**src/rtl/core/oal_pkg.sv**
```systemverilog
// shared types and constants for the ordered array list engine
// request and response payload structs, opcode and status codes, cell control
// no dependencies
package oal_pkg;

   localparam int DATA_W    = 32;
   localparam int POS_W     = 6;
   localparam int COUNT_W   = 7;
   localparam int GROUP     = 8;
   localparam int GROUP_LOG = 3;

   typedef enum logic [1:0] {
      OP_INSERT = 2'd0,
      OP_DELETE = 2'd1,
      OP_FIND   = 2'd2,
      OP_CLEAR  = 2'd3
   } opcode_type;

   typedef enum logic [2:0] {
      STAT_OK       = 3'd0,
      STAT_FULL     = 3'd1,
      STAT_RANGE    = 3'd2,
      STAT_EMPTY    = 3'd3,
      STAT_NOTFOUND = 3'd4
   } status_type;

   typedef enum logic [1:0] {
      FSM_IDLE,
      FSM_SCAN,
      FSM_HOLD
   } fsm_type;

   typedef struct packed {
      opcode_type               opcode;
      logic [POS_W-1:0]         position;
      logic signed [DATA_W-1:0] value;
   } req_type;

   typedef struct packed {
      status_type         status;
      logic [POS_W-1:0]   found_position;
      logic [COUNT_W-1:0] element_count;
   } rsp_type;

   // broadcast control from the sequencer to every cell
   typedef struct packed {
      logic ins;
      logic del;
      logic cmp;
   } cell_ctrl_type;

endpackage

```
**src/rtl/core/oal_cell.sv**
```systemverilog
// one storage cell of the list row: holds one entry and its match flag
// shifts with its neighbors on insert and delete, compares on find
// depends on oal_pkg
module oal_cell #(
   parameter int IDX_W = 6,
   parameter int CNT_W = 7,
   parameter int INDEX = 0
) (
   input  logic                          clock,
   input  oal_pkg::cell_ctrl_type        ctrl,
   input  logic [IDX_W-1:0]              pos,
   input  logic [CNT_W-1:0]              count,
   input  logic [oal_pkg::DATA_W-1:0]    value,
   input  logic [oal_pkg::DATA_W-1:0]    left_data,
   input  logic [oal_pkg::DATA_W-1:0]    right_data,
   output logic [oal_pkg::DATA_W-1:0]    data,
   output logic                          match
);
   import oal_pkg::*;

   localparam logic [IDX_W-1:0] MY_POS = IDX_W'(INDEX);
   localparam logic [CNT_W-1:0] MY_CNT = CNT_W'(INDEX);

   logic [DATA_W-1:0] entry_ff, entry_in;
   logic              match_ff, match_in;

   // entry update: take the new value, the lower neighbor or the upper neighbor
   always_comb begin
      entry_in = entry_ff;
      if (ctrl.ins) begin
         if (MY_POS == pos) begin
            entry_in = value;
         end else if (MY_POS > pos) begin
            entry_in = left_data;
         end
      end else if (ctrl.del) begin
         if (MY_POS >= pos) begin
            entry_in = right_data;
         end
      end
   end

   // compare against the search value, only cells below the count take part
   always_comb begin
      match_in = match_ff;
      if (ctrl.cmp) begin
         match_in = (MY_CNT < count) && (entry_ff == value);
      end
   end

   always_ff @(posedge clock) begin
      entry_ff <= entry_in;
      match_ff <= match_in;
   end

   assign data  = entry_ff;
   assign match = match_ff;

endmodule

```
**config.mk**
```make
export PLATFORM = sky130hd
export DESIGN_NAME = oal_cell
export DESIGN_NICKNAME = d
export VERILOG_FILES = /design/src/rtl/core/oal_pkg.sv /design/src/rtl/core/oal_cell.sv
export SDC_FILE = /design/constraint.sdc
export NUM_CORES = 1
export LEC_CHECK = 0
export ABC_AREA = 0
export CAP_MARGIN = 10
export CORE_MARGIN = 2
export CORE_UTILIZATION = 58
export DETAILED_ROUTE_END_ITERATION = 8
export DONT_BUFFER_PORTS = 1
export GPL_TIMING_DRIVEN = 1
export PLACE_DENSITY = 0.74
export SKIP_LAST_GASP = 1
export SYNTH_ARGS = -nofsm -noshare
export SYNTH_HDL_FRONTEND = slang
export SYNTH_SLANG_ARGS = --single-unit
export TNS_END_PERCENT = 100
```
**constraint.sdc**
```tcl
create_clock -name clock -period 3.57 [get_ports clock]
set_input_delay 0.714 -clock clock [delete_from_list [all_inputs] [get_ports clock]]
set_output_delay 0.714 -clock clock [all_outputs]
set_load 0.02 [all_outputs]
```
==> impl_metrics.csv <==
group,metric,value,unit
pwr,power_frac_comb,9.1,%
synth,synth_cells,189,
clock_network,cts_root_buf,"clkbuf_4",
drt,avgViaCountPerCell,6.13,
critical_path,arrival,1.97,ns
job,cap_violations,0,
pwr,p_leak,0.922,nW
critical_path,cp-start-kind,"input port",
clock_network,cts_buffers,5,
synth,synth_top_area_share,48.3,%
drt,wirelength,4.60,mm
placed_design,place_area,2060,µm²
synth,syn_nets,302,
global_routing,grt_pass1_wl,7.06,mm
drt,drc_errors,0,
timing,rsz0062_at_grt,"false",
pwr,power_density,331,nW/µm²
timing,fmax,503,MHz
clock_network,clk_pin_slew,0.10,ns
floorplan,die_h,63.5,µm
synth,synthDistinctLibCells,17,
timing,period_needed,1.99,ns
pwr,vdd_drop_max,0.000180,V
placed_design,hpwl,3.64,mm
clock_network,htree_num_levels,2,
drt,drt_iter0_drc,74,
synth,synth_area_leaders,"edfxtp_1, mux2i_1, xor2_1",
final_layout,nets,301,
synth,synth_area,2050,µm²
placed_design,pre_cts_ws,1.22,ns
pwr,seqPwrFrac,63.1,%
clock_network,cts-resized-gates,0,
synth,ys_ff_latch,33,
floorplan,die_x,63.5,µm
timing,slew-limit-headroom,63.2,%
timing,timing.hold.ws,0.488,ns
final_layout,filler_cell_count,308,
final_layout,syn_to_final_growth,3.11,%
timing,worst_slew_pin_slew,0.550,ns
timing,worst_slack,1.58,ns
floorplan,rows,21,
pwr,sw_frac_of_total,22.9,%
drt,routed-via-count,1440,
timing,setup_viol,0,
critical_path,crit_chain,"nor4_2 > nand2_2 > nor2_2 > buf_4",
synth,synth_warnings,0,
clock_network,clkSinkCount,33,
floorplan,die_area,4030,µm²
floorplan,fp.coreArea,3360,µm²
synth,synth.avg_cell_area,10.9,µm²
drt,firstDrtPassIters,4,
final_layout,drive_gt1_share,6.35,%
critical_path,path_class,"input port to register",
critical_path,cp_slowest_stage_delay,0.39,ns
global_routing,track_usage,23.3,%
clock_network,hold_buffers,0,
hold_path,hp-class,"input port to register",
critical_path,cpMaxStageDelayCell,"buf_4",
critical_path,crit_buf_inv,1,
global_routing,grt_overflow_total,0,
critical_path,critPathTopFamily,"simple AND/OR/NAND/NOR gates",
clock_network,cts_max_path_buffers,2,
synth,ys_seq_area_share,48.3,%
final_layout,diodes,0,
synth,synth_top_area_cell,"edfxtp_1",
timing,skew,0.00514,ns
floorplan,initial_utilization,61.0,%
global_routing,grt_pass1_vias,1478,
pwr,power_switching,0.160,mW
outcome,status,"completed",
timing,slew_viol_final,0,
global_routing,grt_antenna_before_repair,0,
final_layout,post-route-util,62.9,%
pwr,p_clk_share,27.8,%
clock_network,clock_latency,0.33,ns
critical_path,required,3.56,ns
global_routing,grt_max_degree,66,
timing,period_share,55.7,%
final_layout,fin_area,2110,µm²
placed_design,io_buffers,0,
critical_path,path_max_fanout,32,
drt,wl_per_cell,19.6,µm
timing,hold_viol,0,
floorplan,boundaryPins,146,
drt,final_antenna_net_count,0,
timing,finalSetupTns,0,ns
pwr,p_int,0.539,mW
placed_design,place.gp.congestion,0.756,
critical_path,cp-end-kind,"register",
clock_network,cts_setup_buffers,0,
clock_network,cts_tree,"built",
[metrics by stage]
| step | power [mW] | cells |
|---|---|---|
| 6_report | 0.699 | 235 |
| 5_1_grt | 0.732 | 235 |
| 4_1_cts | 0.706 | 235 |
| 3_5_place_dp | 0.515 | 227 |
| 3_3_place_gp | 0.510 | 227 |
| 2_1_floorplan | 0.512 | 189 |
[area by class of cell]
type,count,area [µm²],area share (%)
flip-flops and latches,33,991,46.9
clock inverters,3,12.5,0.592
multi-input cells,146,1000,47.3
well taps,46,57.6,2.72
clock buffers,5,37.5,1.78
repair buffers,2,15.0,0.710
[per-layer routing]
| metal | GRT usage, % | up-vias | share of wire (%) |
|---|---|---|---|
| met4 | 10.6 | 0 | 1.5 |
| met1 | 26.0 | 659 | 36 |
| met3 | 8.04 | 8 | 10 |
| li1 | - | 687 | - |
| met2 | 39.9 | 86 | 53 |
| met5 | 0 | - | 0 |
[state kept, by name (all words and copies together), names as in the netlist]
register  count
data         32
match         1
[worst paths after layout]
path                  from       to  slack, ns  cells past startpoint
setup reg to reg  data[21]    match       1.74                      4
hold / removal     ctrl[0]    match       0.49                      0
setup / recovery    pos[5]  data[9]       1.58                      4
hold reg to reg   data[30]    match       0.88                      3
[cells in the final DEF, fill, tap and decap left out]
cell type   n
nor4_2      1
nand4_1     2
nor2_1     34
buf_4       2
clkinv_2    1
nor4_1      8
clkinv_1    2
nor3_1      1
mux2i_1    32
clkbuf_4    5
edfxtp_1   33
nand2_2     1
nand3_1     1
xnor2_1     4
a21oi_1    32
xor2_1     28
a2111oi_2   1
nor2_2      1
[power groups by stage]
stage	combinational, mW	sequential, mW	clock, mW
2_1_floorplan	0.0632	0.449	0
3_3_place_gp	0.0604	0.450	0
3_5_place_dp	0.0647	0.450	0
4_1_cts	0.0648	0.441	0.200
5_1_grt	0.0726	0.441	0.218
6_report	0.0639	0.441	0.194
[synth_stat cells]
cell type	number
a2111oi_2	1
nor3_1	1
nand2_2	1
buf_2	1
edfxtp_1	33
nand4_1	2
nor2_1	35
nand3_1	1
a21oi_1	32
nor4_2	1
clkbuf_1	4
buf_1	2
xnor2_1	4
mux2i_1	32
nor4_1	8
buf_6	3
xor2_1	28
[cells by family after synthesis]
logic type | share of synthesized area [%]
buffers and inverters | 2.99
muxes | 15.6
DFF | 48.3
and+or+nand+nor | 10.9
AOI/OAI and AO/OA | 8.54
xor gates and xnor gates | 13.7
Power figures use the tool's default switching activity.
